## config.mk

```make
export PLATFORM = sky130hd
export DESIGN_NAME = page_buffer_vertical_bar_draw_flat
export DESIGN_NICKNAME = d
export VERILOG_FILES = /design/src/rtl/core/pbvb_pkg.sv /design/src/rtl/core/pbvb_channel_if.sv /design/src/rtl/core/page_buffer_vertical_bar_draw.sv /design/src/rtl/core/pbvb_front.sv /design/src/rtl/core/pbvb_fifo.sv /design/src/rtl/core/pbvb_back.sv /design/src/flat_wrapper.sv
export SDC_FILE = /design/constraint.sdc
export NUM_CORES = 1
export LEC_CHECK = 0
export ABC_AREA = 1
export BUFFER_PORTS_ARGS = -buffer_cell sky130_fd_sc_hd__buf_2
export CORE_UTILIZATION = 45
export DETAILED_ROUTE_END_ITERATION = 10
export GPL_TIMING_DRIVEN = 0
export PLACE_DENSITY = 0.71
export SYNTH_ARGS = -nofsm -noshare
export SYNTH_HDL_FRONTEND = slang
export SYNTH_SLANG_ARGS = --single-unit
```

## constraint.sdc

```tcl
create_clock -name clk -period 5.15 [get_ports clk]
set_clock_uncertainty 0.05 [all_clocks]
set_input_delay 0.515 -clock clk [delete_from_list [all_inputs] [get_ports clk]]
set_output_delay 0.515 -clock clk [all_outputs]
set_load 0.02 [all_outputs]
```

## src/rtl/core/pbvb_pkg.sv

```systemverilog
// Package for the page buffer vertical bar writer.
// Holds shared constants and the decoded bar command type; no dependencies.
`default_nettype none

package pbvb_pkg;

    // Default framebuffer geometry
    localparam int PAGE_COUNT_DEF   = 8;
    localparam int COLUMN_COUNT_DEF = 128;

    // Fixed drawing limits
    localparam int PAGE_HEIGHT   = 8;
    localparam int MAX_THICKNESS = 8;
    localparam int MAX_WRITES    = 64;
    localparam int WCNT_W        = $clog2(MAX_WRITES);

    // Bar decoded by the front end, one per queue entry
    typedef struct packed {
        logic [6:0] left_column;
        logic [2:0] first_page;
        logic [2:0] first_bit;
        logic [4:0] end_page;
        logic [2:0] end_bit;
        logic       has_above;
        logic [4:0] bar_count;
        logic [4:0] per_col;
        logic [3:0] col_count;
    } bar_cmd_t;

endpackage

`default_nettype wire

```

## src/rtl/core/pbvb_channel_if.sv

```systemverilog
// Handshake channels for the bar writer: bar input and byte-write output.
// Plain valid/ready interfaces; no dependencies.
`default_nettype none

interface pbvb_bar_if;
    logic       valid;
    logic       ready;
    logic [6:0] left_column;
    logic [5:0] top_row;
    logic [6:0] bar_length;
    logic [3:0] bar_thickness;

    modport source (output valid, left_column, top_row, bar_length, bar_thickness,
                    input ready);
    modport sink   (input valid, left_column, top_row, bar_length, bar_thickness,
                    output ready);
endinterface

interface pbvb_write_if;
    logic       valid;
    logic       ready;
    logic [2:0] page_index;
    logic [6:0] column_index;
    logic [7:0] pixel_byte;
    logic       last_write;

    modport source (output valid, page_index, column_index, pixel_byte, last_write,
                    input ready);
    modport sink   (input valid, page_index, column_index, pixel_byte, last_write,
                    output ready);
endinterface

`default_nettype wire

```

## src/rtl/core/page_buffer_vertical_bar_draw.sv

```systemverilog
// Vertical bar writer for a page-organized monochrome framebuffer.
// Channels: bar_in takes one bar a beat (left column, top row, length,
// thickness); byte_out gives one framebuffer byte write a beat (page,
// column, byte, last_write flag on the bar's final write).
// Per column it writes the clear above, the bar pages top down, then the
// clear below; columns run left to right, at most 64 writes a bar.
// The first write of a bar passes through the queue, the sequencer's
// command register and the byte_out output register.
// Throughput: one write per cycle while byte_out is not stalled; a bar
// occupies the sequencer for a load step plus one step per write; the next
// bar loads after the last write is issued. The write sequencer sets this rate.
// A 2-entry queue lets bars be taken while the sequencer is busy; bars
// that draw nothing are taken and dropped at once.
// Reset empties the queue and output register; no framebuffer state.
// When the receiver stalls, the current write holds on byte_out and the
// sequencer waits; bar_in backs up once the queue is full.
// Depends on pbvb_pkg, the channel interfaces, pbvb_front, pbvb_fifo, pbvb_back.
`default_nettype none

module page_buffer_vertical_bar_draw
    import pbvb_pkg::*;
#(
    parameter int PAGE_COUNT   = PAGE_COUNT_DEF,
    parameter int COLUMN_COUNT = COLUMN_COUNT_DEF
) (
    input  wire logic    clk,
    input  wire logic    rst_n,
    pbvb_bar_if.sink     bar_in,
    pbvb_write_if.source byte_out
);

    bar_cmd_t push_cmd;
    bar_cmd_t head_cmd;
    logic     q_push;
    logic     q_pop;
    logic     q_full;
    logic     q_empty;

    pbvb_front #(
        .PAGE_COUNT   (PAGE_COUNT),
        .COLUMN_COUNT (COLUMN_COUNT)
    ) u_front (
        .rst_n  (rst_n),
        .bar_in (bar_in),
        .q_full (q_full),
        .q_push (q_push),
        .q_cmd  (push_cmd)
    );

    pbvb_fifo #(
        .WIDTH ($bits(bar_cmd_t)),
        .DEPTH (2)
    ) u_queue (
        .clk       (clk),
        .rst_n     (rst_n),
        .push      (q_push),
        .push_data (push_cmd),
        .full      (q_full),
        .pop       (q_pop),
        .pop_data  (head_cmd),
        .empty     (q_empty)
    );

    pbvb_back u_back (
        .clk     (clk),
        .rst_n   (rst_n),
        .q_empty (q_empty),
        .q_cmd   (head_cmd),
        .q_pop   (q_pop),
        .wr_out  (byte_out)
    );

endmodule

`default_nettype wire

```

## src/rtl/core/pbvb_front.sv

```systemverilog
// Front end: accepts bars, clips them to the framebuffer and decodes them.
// Depends on pbvb_pkg and pbvb_bar_if; pushes commands into the queue.
`default_nettype none

module pbvb_front
    import pbvb_pkg::*;
#(
    parameter int PAGE_COUNT   = PAGE_COUNT_DEF,
    parameter int COLUMN_COUNT = COLUMN_COUNT_DEF
) (
    input  wire logic   rst_n,
    pbvb_bar_if.sink    bar_in,
    input  wire logic   q_full,
    output logic        q_push,
    output bar_cmd_t    q_cmd
);

    localparam logic [4:0] PC5 = 5'(PAGE_COUNT);
    localparam logic [8:0] CC9 = 9'(COLUMN_COUNT);

    logic [7:0] end_row;
    logic [4:0] fp5;
    logic [4:0] ep5;
    logic [4:0] last_bar;
    logic       on_screen;
    logic       has_above;
    logic       has_below;
    logic [4:0] bar_count;
    logic [4:0] per_col;
    logic [3:0] thick_c;
    logic [8:0] left9;
    logic [8:0] room;
    logic [3:0] cols;
    logic       draws;

    // Classification is purely combinational; nothing held across cycles
    assign bar_in.ready = !q_full && rst_n;

    always_comb
    begin
        end_row   = 8'({2'b00, bar_in.top_row} + {1'b0, bar_in.bar_length} - 8'd1);
        fp5       = {2'b00, bar_in.top_row[5:3]};
        ep5       = end_row[7:3];
        on_screen = fp5 < PC5;
        has_above = (fp5 != 5'd0) && ((fp5 - 5'd1) < PC5);
        has_below = on_screen && (({1'b0, ep5} + 6'd1) < {1'b0, PC5});
        last_bar  = (ep5 < PC5) ? ep5 : 5'(PC5 - 5'd1);
        bar_count = on_screen ? 5'(last_bar - fp5 + 5'd1) : 5'd0;
        per_col   = 5'(bar_count + {4'd0, has_above} + {4'd0, has_below});

        // Thickness clamp and right-edge clip
        thick_c = (bar_in.bar_thickness > 4'(MAX_THICKNESS)) ? 4'(MAX_THICKNESS)
                                                             : bar_in.bar_thickness;
        left9   = {2'b00, bar_in.left_column};
        room    = CC9 - left9;
        if (left9 >= CC9)
            cols = 4'd0;
        else if (room < {5'd0, thick_c})
            cols = room[3:0];
        else
            cols = thick_c;

        draws = (bar_in.bar_length != 7'd0) && (per_col != 5'd0) && (cols != 4'd0);

        q_cmd.left_column = bar_in.left_column;
        q_cmd.first_page  = bar_in.top_row[5:3];
        q_cmd.first_bit   = bar_in.top_row[2:0];
        q_cmd.end_page    = ep5;
        q_cmd.end_bit     = end_row[2:0];
        q_cmd.has_above   = has_above;
        q_cmd.bar_count   = bar_count;
        q_cmd.per_col     = per_col;
        q_cmd.col_count   = cols;
    end

    // Bars that draw nothing are taken and dropped here
    assign q_push = bar_in.valid && bar_in.ready && draws;

endmodule

`default_nettype wire

```

## src/rtl/core/pbvb_fifo.sv

```systemverilog
// Small register queue between the front end and the write sequencer.
// Standalone; width and depth are parameters.
`default_nettype none

module pbvb_fifo #(
    parameter int WIDTH = 8,
    parameter int DEPTH = 2
) (
    input  wire logic             clk,
    input  wire logic             rst_n,
    input  wire logic             push,
    input  wire logic [WIDTH-1:0] push_data,
    output logic                  full,
    input  wire logic             pop,
    output logic [WIDTH-1:0]      pop_data,
    output logic                  empty
);

    localparam int AW = (DEPTH > 1) ? $clog2(DEPTH) : 1;

    logic [WIDTH-1:0] mem_reg [DEPTH];
    logic [AW-1:0]    wr_ptr_reg, wr_ptr_next;
    logic [AW-1:0]    rd_ptr_reg, rd_ptr_next;
    logic [AW:0]      count_reg, count_next;
    logic             do_push;
    logic             do_pop;

    assign full     = (count_reg == (AW+1)'(DEPTH));
    assign empty    = (count_reg == '0);
    assign do_push  = push && !full;
    assign do_pop   = pop && !empty;
    assign pop_data = mem_reg[rd_ptr_reg];

    // Pointer wrap and fill count
    always_comb
    begin
        wr_ptr_next = wr_ptr_reg;
        rd_ptr_next = rd_ptr_reg;
        if (do_push)
            wr_ptr_next = (wr_ptr_reg == AW'(DEPTH - 1)) ? '0 : AW'(wr_ptr_reg + 1'b1);
        if (do_pop)
            rd_ptr_next = (rd_ptr_reg == AW'(DEPTH - 1)) ? '0 : AW'(rd_ptr_reg + 1'b1);
        count_next = count_reg;
        if (do_push && !do_pop)
            count_next = (AW+1)'(count_reg + 1'b1);
        else if (do_pop && !do_push)
            count_next = (AW+1)'(count_reg - 1'b1);
    end

    always_ff @(posedge clk or negedge rst_n)
    begin
        if (!rst_n)
        begin
            wr_ptr_reg <= '0;
            rd_ptr_reg <= '0;
            count_reg  <= '0;
        end
        else
        begin
            wr_ptr_reg <= wr_ptr_next;
            rd_ptr_reg <= rd_ptr_next;
            count_reg  <= count_next;
        end
    end

    // Storage, no reset needed
    always_ff @(posedge clk)
    begin
        if (do_push)
            mem_reg[wr_ptr_reg] <= push_data;
    end

endmodule

`default_nettype wire

```

## src/rtl/core/pbvb_back.sv

```systemverilog
// Back end: walks columns and pages of a decoded bar, one byte write a beat.
// Depends on pbvb_pkg and pbvb_write_if; pops commands from the queue.
`default_nettype none

module pbvb_back
    import pbvb_pkg::*;
(
    input  wire logic    clk,
    input  wire logic    rst_n,
    input  wire logic    q_empty,
    input  bar_cmd_t     q_cmd,
    output logic         q_pop,
    pbvb_write_if.source wr_out
);

    typedef enum logic [0:0] {ST_IDLE, ST_RUN} state_t;

    state_t            state_reg, state_next;
    bar_cmd_t          cmd_reg, cmd_next;
    logic [2:0]        col_reg, col_next;
    logic [4:0]        step_reg, step_next;
    logic [WCNT_W-1:0] wcnt_reg, wcnt_next;

    logic              out_valid_reg, out_valid_next;
    logic [2:0]        page_reg, page_next;
    logic [6:0]        column_reg, column_next;
    logic [7:0]        byte_reg, byte_next;
    logic              last_reg, last_next;

    logic              slot_free;
    logic              fire;
    logic [4:0]        fp5;
    logic [4:0]        bar_j;
    logic [4:0]        page;
    logic [7:0]        mask;
    logic              col_done;
    logic              is_last;
    logic [7:0]        col_sum;

    assign slot_free = !out_valid_reg || wr_out.ready;
    assign fire      = (state_reg == ST_RUN) && slot_free;
    assign q_pop     = (state_reg == ST_IDLE) && !q_empty;

    // Page and byte of the current step
    always_comb
    begin
        fp5   = {2'b00, cmd_reg.first_page};
        bar_j = 5'(step_reg - {4'd0, cmd_reg.has_above});
        mask  = 8'h00;
        if (cmd_reg.has_above && step_reg == 5'd0)
            page = 5'(fp5 - 5'd1);
        else if (bar_j < cmd_reg.bar_count)
        begin
            page = 5'(fp5 + bar_j);
            mask = 8'hFF;
            if (page == fp5)
                mask = mask & 8'(8'hFF << cmd_reg.first_bit);
            if (page == cmd_reg.end_page)
                mask = mask & 8'(8'hFF >> (3'd7 - cmd_reg.end_bit));
        end
        else
            page = 5'(fp5 + cmd_reg.bar_count);

        col_done = (step_reg == 5'(cmd_reg.per_col - 5'd1));
        is_last  = (wcnt_reg == WCNT_W'(MAX_WRITES - 1)) ||
                   (col_done && ({1'b0, col_reg} == 4'(cmd_reg.col_count - 4'd1)));
        col_sum  = {1'b0, cmd_reg.left_column} + {5'd0, col_reg};
    end

    // Sequencer and output register
    always_comb
    begin
        state_next     = state_reg;
        cmd_next       = cmd_reg;
        col_next       = col_reg;
        step_next      = step_reg;
        wcnt_next      = wcnt_reg;
        out_valid_next = out_valid_reg && !wr_out.ready;
        page_next      = page_reg;
        column_next    = column_reg;
        byte_next      = byte_reg;
        last_next      = last_reg;

        case (state_reg)
            ST_IDLE:
            begin
                if (q_pop)
                begin
                    cmd_next   = q_cmd;
                    col_next   = 3'd0;
                    step_next  = 5'd0;
                    wcnt_next  = '0;
                    state_next = ST_RUN;
                end
            end
            ST_RUN:
            begin
                if (fire)
                begin
                    out_valid_next = 1'b1;
                    page_next      = page[2:0];
                    column_next    = col_sum[6:0];
                    byte_next      = mask;
                    last_next      = is_last;
                    wcnt_next      = WCNT_W'(wcnt_reg + 1'b1);
                    if (is_last)
                        state_next = ST_IDLE;
                    else if (col_done)
                    begin
                        step_next = 5'd0;
                        col_next  = 3'(col_reg + 3'd1);
                    end
                    else
                        step_next = 5'(step_reg + 5'd1);
                end
            end
            default:
            begin
                state_next = ST_IDLE;
            end
        endcase
    end

    // State, walk counters and output register
    always_ff @(posedge clk or negedge rst_n)
    begin
        if (!rst_n)
        begin
            state_reg     <= ST_IDLE;
            out_valid_reg <= 1'b0;
            cmd_reg       <= '0;
            col_reg       <= '0;
            step_reg      <= '0;
            wcnt_reg      <= '0;
            page_reg      <= '0;
            column_reg    <= '0;
            byte_reg      <= '0;
            last_reg      <= 1'b0;
        end
        else
        begin
            state_reg     <= state_next;
            out_valid_reg <= out_valid_next;
            cmd_reg       <= cmd_next;
            col_reg       <= col_next;
            step_reg      <= step_next;
            wcnt_reg      <= wcnt_next;
            page_reg      <= page_next;
            column_reg    <= column_next;
            byte_reg      <= byte_next;
            last_reg      <= last_next;
        end
    end

    assign wr_out.valid        = out_valid_reg;
    assign wr_out.page_index   = page_reg;
    assign wr_out.column_index = column_reg;
    assign wr_out.pixel_byte   = byte_reg;
    assign wr_out.last_write   = last_reg;

endmodule

`default_nettype wire

```

## src/flat_wrapper.sv

```systemverilog
// flat-port wrapper written by rule: the top's interface ports become plain ports
module page_buffer_vertical_bar_draw_flat import pbvb_pkg::*;
#(
    parameter int PAGE_COUNT   = PAGE_COUNT_DEF,
    parameter int COLUMN_COUNT = COLUMN_COUNT_DEF
)
  (clk, rst_n, bar_in_valid, bar_in_left_column, bar_in_top_row, bar_in_bar_length, bar_in_bar_thickness, bar_in_ready, byte_out_valid, byte_out_page_index, byte_out_column_index, byte_out_pixel_byte, byte_out_last_write, byte_out_ready);
  pbvb_bar_if bar_in_i ();
  pbvb_write_if byte_out_i ();
  input  wire logic clk;
  input  wire logic rst_n;
  input wire logic [$bits(bar_in_i.valid)-1:0] bar_in_valid;
  input wire logic [$bits(bar_in_i.left_column)-1:0] bar_in_left_column;
  input wire logic [$bits(bar_in_i.top_row)-1:0] bar_in_top_row;
  input wire logic [$bits(bar_in_i.bar_length)-1:0] bar_in_bar_length;
  input wire logic [$bits(bar_in_i.bar_thickness)-1:0] bar_in_bar_thickness;
  output wire logic [$bits(bar_in_i.ready)-1:0] bar_in_ready;
  output wire logic [$bits(byte_out_i.valid)-1:0] byte_out_valid;
  output wire logic [$bits(byte_out_i.page_index)-1:0] byte_out_page_index;
  output wire logic [$bits(byte_out_i.column_index)-1:0] byte_out_column_index;
  output wire logic [$bits(byte_out_i.pixel_byte)-1:0] byte_out_pixel_byte;
  output wire logic [$bits(byte_out_i.last_write)-1:0] byte_out_last_write;
  input wire logic [$bits(byte_out_i.ready)-1:0] byte_out_ready;
  assign bar_in_i.valid = bar_in_valid;
  assign bar_in_i.left_column = bar_in_left_column;
  assign bar_in_i.top_row = bar_in_top_row;
  assign bar_in_i.bar_length = bar_in_bar_length;
  assign bar_in_i.bar_thickness = bar_in_bar_thickness;
  assign bar_in_ready = bar_in_i.ready;
  assign byte_out_valid = byte_out_i.valid;
  assign byte_out_page_index = byte_out_i.page_index;
  assign byte_out_column_index = byte_out_i.column_index;
  assign byte_out_pixel_byte = byte_out_i.pixel_byte;
  assign byte_out_last_write = byte_out_i.last_write;
  assign byte_out_i.ready = byte_out_ready;
  page_buffer_vertical_bar_draw #(.PAGE_COUNT(PAGE_COUNT), .COLUMN_COUNT(COLUMN_COUNT)) u_core (.clk(clk), .rst_n(rst_n), .bar_in(bar_in_i), .byte_out(byte_out_i));
endmodule
```

==> results of run 1 <==
-- worst paths after layout --
| kind | start | slack, ns | end | cells past startpoint |
|---|---|---|---|---|
| min in group asynchronous | rst_n | 0.53 | u_core.u_back.wr_out.column_index[2]$_DFFE_PN0P_ | 2 |
| worst min-delay path | bar_in_left_column[6] | 0.26 | u_core.u_queue.mem_reg[1][35]$_DFFE_PP_ | 1 |
| worst max register to register | u_core.u_back.step_reg[0]$_DFFE_PN0P_ | 2.25 | u_core.u_back.wr_out.pixel_byte[3]$_DFFE_PN0P_ | 14 |
| max in group asynchronous | rst_n | 3.95 | u_core.u_back.wr_out.page_index[0]$_DFFE_PN0P_ | 3 |
| worst max-delay path | bar_in_top_row[4] | 0.33 | u_core.u_queue.mem_reg[0][21]$_DFFE_PP_ | 24 |
| worst min register to register | u_core.u_queue.count_reg[0]$_DFFE_PN0P_ | 0.42 | u_core.u_queue.count_reg[0]$_DFFE_PN0P_ | 1 |
-- worst max-delay path, stage by stage --
cell and delay [ns]:
buf_2 0.14, inv_1 0.06, ha_1 0.27, inv_1 0.04, ha_1 0.34, a21oi_1 0.20
o21ai_2 0.09, a21o_1 0.17, a21oi_2 0.17, xor2_2 0.22, nand2_1 0.09, or2_1 0.22
ha_1 0.19, ha_1 0.17, inv_1 0.09, fa_1 0.45, inv_1 0.13, nand3_1 0.09
xnor2_1 0.20, nand2_1 0.07, nor2_1 0.13, nor2_2 0.06, nand3_1 0.23, clkinvlp_4 0.47
-- per-stage QoR --
step | hold WS [ns] | cell area [sq um] | std cells | util (%)
after global routing | 0.248 | 8910 | 1103 | 53.7
final | 0.258 | 8910 | 1103 | 53.7
after CTS | 0.242 | 8860 | 1097 | 53.4
after global placement | 0.409 | 8160 | 1062 | 49.2
after detailed placement | 0.409 | 8190 | 1063 | 49.4
after floorplan | 0.169 | 7640 | 794 | -
-- placed cells by master, fill, tap and decap left out, types with 16 or more instances in the layout --
cell type	synthesis	routed
nand2_2	16	16
o21ai_0	17	17
a21oi_1	16	16
clkbuf_16	0	20
nand2_1	175	175
inv_1	103	102
xnor2_1	19	19
edfxtp_1	72	72
dfrtp_1	75	75
xor2_1	17	17
a31oi_1	36	36
ha_1	44	44
nor2_1	70	68
buf_2	4	51
nand3_1	34	34
-- timing repair --
| item | CTS | global route |
|---|---|---|
| hold buffers | 1 | 0 |
| endpoints found under the setup margin | 72 | 73 |
| hold endpoints to repair | 30 | 0 |
| cloned | 1 | 1 |
| gates resized for setup | 2 | 3 |
| pin swaps | 1 | 4 |
| buffers inserted | 0 | 5 |
-- area by class of cell --
type                    instances  area (sq um)  area share (%)
multi-input cells             519          3110            35.0
clock buffers                  21           514            5.77
repair buffers                 55           318            3.57
repair inverters                1          7.51          0.0843
well taps                     220           275            3.09
clock inverters                11           133            1.49
inverters                     109           414            4.65
plain buffers                  20          95.1            1.07
flip-flops and latches        147          4040            45.3
-- cells by family (layout without fill, tap and decap cells) --
kind of cell,count (synthesis),in the layout,share of synthesized area (%)
flip-flops,147,147,52.9
buffers and inverters,129,217,6.62
XOR/XNOR,39,39,4.77
AO/OA/AOI/OAI,94,94,7.43
adder cells (fa/ha/maj),50,50,8.79
other,1,1,0.0491
AND/OR/NAND/NOR,334,335,19.4
-- power by group through the flow --
| stage | logic, uW | clock network, uW | registers (uW) |
|---|---|---|---|
| floorplan | 1870 | 0 | 1940 |
| global placement | 2400 | 0 | 1910 |
| detailed placement | 2490 | 0 | 1920 |
| CTS | 2520 | 1330 | 1900 |
| global route | 2890 | 1390 | 1950 |
| finish | 2530 | 1320 | 1900 |
-- per-layer routing --
| metal | wire length (um) | track usage, % |
|---|---|---|
| met5 | 0 | 0 |
| met4 | 285 | 7.60 |
| met2 | 7050 | 29.0 |
| met3 | 468 | 3.88 |
| met1 | 6920 | 23.4 |
==> metrics, run 1 <==
Slew HR 60.6%; grt ovf 0; max reg flops approximately 70; most common cell in the netlist nand2_1; dpl ws -0.779 ns; max cap viols 0; clock share of power a little under a quarter; cells taking the most area after synthesis edfxtp_1 28%, dfrtp_1 25%, nand2_1 8.6%; Crit path required time between 5 and 6 ns; vias in the first global route 5248; VDD IR-drop max 316 uV; Seq/Total Area, Yosys ~53%; Static Leakage between 0.004 and 0.005 uW; async set or reset register ratio after synthesis between 50% and 60%; I/O pins 49; Switching Share between 40% and 50%; CTS tree built; max-slew violations 0; Syn. warnings 0; syn_nets a little under 900; Pre-Repair DR Iteration Count 5; post-synth cell types 48; area leader, netlist edfxtp_1; drc violations 0; share of the synthesized area in the top cell type between 20% and 30%; Wirelength per Cell around 13 um; Final HPWL DP roughly 11000 um; post-layout minimum cycle time roughly 4.8 ns; Cells after Synth 794; Die H 132 um; Comb pwr share between 40% and 50%; 1st-iter DRT viols between 300 and 400; clock tree buffer depth 2; Fmax achieved between 200 and 250 MHz; Clock transition at path regs ~0.060 ns; pwr dens around 640 nW/um^2; row cnt 47; worst slew pin tran between 0.5 and 0.6 ns; CORE AREA 16600 sq um; I/O Buffers 48; Pint around 3400 uW; Vias 5435; final setup vio count 0; die span in x approximately 130 um; Nets 948; type of origin of the critical path input port; fillers 1471; first-pass GRT wire length 24900 um; netlist area before placement 7630 sq um; crit end category flop; ANT cells 0; flops & latches, synth 147; share of cells above drive strength 1 between 10% and 20%; Synth Area per Inst slightly below 10 sq um; H-Tree Level Count 4; Tot GR Track Use between 10% and 20%; critical path type input port to flop; final worst slack 0.329 ns; Clock Sinks 147; total power roughly 5700 uW; final WL 14700 um; die outline area 17500 sq um; Initial Util 46.0%; pin count of the biggest net entering global routing between 40 and 50; Final period util 93.6%; Antenna Violating Nets Remaining 0; initial antenna violation count 0; Final Hold Fails 0; Post-synth top cells 175 x nand2_1, 103 x inv_1, 75 x dfrtp_1; CP Max Fanout 18; placer's final routability congestion estimate 0.846; Post-synth EDFFs between 70 and 80; P&R area growth vs syn 16.7%; Seq pwr share about 33%; Data arrival, critical path ~4.8 ns; CTS buffer count 17; Psw about 2300 uW; Main synth FF type dfrtp_1; CTS Root Cell clkbuf_16; Hold Crit Class input port to flop; Worst-Skew Late Latency 0.42 ns; status finished clean; Vias per Instance 4.93; setup TNS 0 ns
Power figures use the tool's default switching activity.
==> run 2: changes to the inputs <==
- SYNTH_HIERARCHICAL: not set -> 1
==> run 2 against run 1 <==
  * Sequential share of layout area down 2.2 points
  * Via count up 11%
  * Sequential power down 7%
  * Flip-flop and latch count unchanged
  * Critical path type unchanged
  * Clock power down 3%
  * First-iteration DRC count up 9.5%
  * Largest cell class unchanged
==> metrics, run 2 <==
status finished clean; grt ovf 0; Cells after Synth approximately 930; Vias per Instance roughly 5; clock tree buffer depth 2; VDD IR-drop max roughly 320 uV; 1st-iter DRT viols ~370; Vias between 6000 and 7000; I/O Buffers 48; share of the synthesized area in the top cell type between 20% and 30%; drc violations 0; pin count of the biggest net entering global routing 59; Post-synth EDFFs about 70; Final period util approximately 90%; Clock transition at path regs about 0.06 ns; Antenna Violating Nets Remaining 0; worst slew pin tran 0.596 ns; leading cell type in the layout, fill and taps excluded nand2_1; row cnt 48; Synth Area per Inst between 8 and 9 sq um; Die H 136 um; Data arrival, critical path roughly 4.8 ns; final WL around 17000 um; most frequent cells in the layout 325 x nand2_1, 126 x inv_1, 75 x dfrtp_1, 72 x edfxtp_1, 51 x buf_2; M1 WL between 7000 and 8000 um; Fmax achieved between 200 and 250 MHz; H-Tree Level Count 4; die outline area 18600 sq um; CTS buffer count 17; CP bufs+invs 9; r2r endpoint u_core/u_back/wr_out.pixel_byte[1]$_DFFE_PN0P_; CTS tree built; fillers around 1500; async set or reset register ratio after synthesis 51.0%; max-slew violations 0; Syn. warnings 6; area of placed instances 8670 sq um; CP max stage cell fa_1; post-layout minimum cycle time approximately 4.8 ns; Design Area, Final between 9000 and 10000 sq um; P&R area growth vs syn 15.4%; crit end category flop; Clock Sinks approximately 150; type of origin of the critical path input port; Wirelength per Cell ~13 um; met2 routed WL 8000 um; max cap viols 0; Top Metal Used met4; Worst R2R Setup Slack 2.06 ns; critical path type input port to flop; routed length on met3 ~630 um; ANT cells 0; Final HPWL DP 11900 um; initial antenna violation count 0; netlist area before placement just over 8000 sq um; Tot GR Track Use between 10% and 20%; most common cell in the netlist nand2_1; die span in x between 100 and 150 um; I/O pins 49; CP Max Fanout 36; share of cells above drive strength 1 14.6%; Worst Hold Path EP u_core/u_back/wr_out.valid$_DFF_PN0_; Initial Util a little under half; FF-to-FF path depth 14; CORE AREA 17500 sq um; post-synth cell types 43; Nets roughly 1100; r2r startpoint u_core/u_back/step_reg[0]$_DFFE_PN0P_; Slew HR between 50% and 60%; Crit path required time 5.19 ns; pwr dens around 560 nW/um^2; RSZ-0062 raised after global routing no; setup TNS 0 ns; Final Hold Fails 0; flops & latches, synth approximately 150; placer's final routability congestion estimate slightly below 0.9; area leader, netlist edfxtp_1; first-pass GRT wire length between 20000 and 30000 um; Worst path max stage delay approximately 0.42 ns; Seq/Total Area, Yosys approximately 50%; cell depth of the worst hold path 4; Hold Crit Class input port to flop; Pre-Repair DR Iteration Count 5; CTS Root Cell clkbuf_16; Post-synth top cells 325 x nand2_1, 127 x inv_1, 75 x dfrtp_1; final setup vio count 0; Worst-Skew Late Latency between 0.4 and 0.5 ns; Static Leakage roughly 0.0045 uW; cells taking the most area after synthesis edfxtp_1 27%, dfrtp_1 23%, nand2_1 15%; max reg flops 72; syn_nets slightly above 1000; min-delay src byte_out_ready; Main synth FF type dfrtp_1; vias in the first global route between 5000 and 6000; CP most frequent cell inv_1; family with the most delay on the worst path adder cells
run 2: cells by family after synthesis:
kind of cell | after synthesis | share of synthesized area, %
AO/OA/AOI/OAI | 78 | 5.49
XOR/XNOR | 27 | 3.10
adder cells (fa/ha/maj) | 51 | 8.42
buffers and inverters | 171 | 8.99
flip-flops | 147 | 49.8
other | 1 | 0.0462
AND/OR/NAND/NOR | 459 | 24.2
run 2: power by group:
| group | switching, uW | internal, uW | leakage, uW | total (uW) |
|---|---|---|---|---|
| Clock | 474 | 807 | 0.000292 | 1280 |
| Sequential | 179 | 1580 | 0.00161 | 1760 |
| Combinational | 1420 | 765 | 0.00264 | 2190 |
run 2: what timing repair did:
action | CTS | global route
cloned | 1 | 0
hold endpoints to repair | 18 | 0
buffers inserted | 0 | 3
pin swaps | 0 | 2
hold buffers | 1 | 0
setup endpoints to repair | 36 | 72
gates resized for setup | 1 | 4
run 2: area by class of cell:
class	count	area [sq um]	share of cell area, %
flip-flops and latches	147	4040	43.2
multi-input cells	617	3360	35.9
inverters	137	519	5.55
clock buffers	18	429	4.59
repair buffers	53	328	3.50
well taps	225	282	3.01
plain buffers	34	215	2.30
clock inverters	13	184	1.97
run 2: through the flow:
stage	total power, uW	cells	utilization, %	hold slack, ns	setup slack [ns]
after floorplan	3360	934	-	0.169	0.0960
after global placement	3860	1207	49.4	0.395	-0.766
after detailed placement	3910	1208	49.6	0.369	-0.480
after CTS	5230	1241	53.3	0.283	0.0433
after global routing	5640	1244	53.6	0.324	0.0133
final	5230	1244	53.6	0.300	0.379
run 2: how the worst max path moves through the flow:
stage	start	slack, ns	to	cells after the start
after floorplan	bar_in_top_row[1]	0.1	u_core/u_queue/mem_reg[0][0]$_DFFE_PP_	27
after global placement	bar_in_top_row[1]	-0.77	u_core/u_queue/mem_reg[0][29]$_DFFE_PP_	27
after detailed placement	bar_in_top_row[1]	-0.48	u_core/u_queue/mem_reg[1][29]$_DFFE_PP_	25
after CTS	bar_in_top_row[1]	0.04	u_core/u_queue/mem_reg[1][30]$_DFFE_PP_	26
after global routing	bar_in_top_row[1]	0.01	u_core/u_queue/mem_reg[0][30]$_DFFE_PP_	28
final	bar_in_top_row[1]	0.38	u_core/u_queue/mem_reg[0][25]$_DFFE_PP_	28
run 2: tightest hold or removal path, cell delays in order:
cell and delay [ns]:
buf_2 0.07, inv_1 0.03, nand2_1 0.07, nand2_1 0.05
run 2: metal layers:
metal	vias up	track usage (%)
li1	3111	-
met2	116	31.8
met3	13	3.88
met4	0	5.25
met1	2806	25.7
met5	-	0
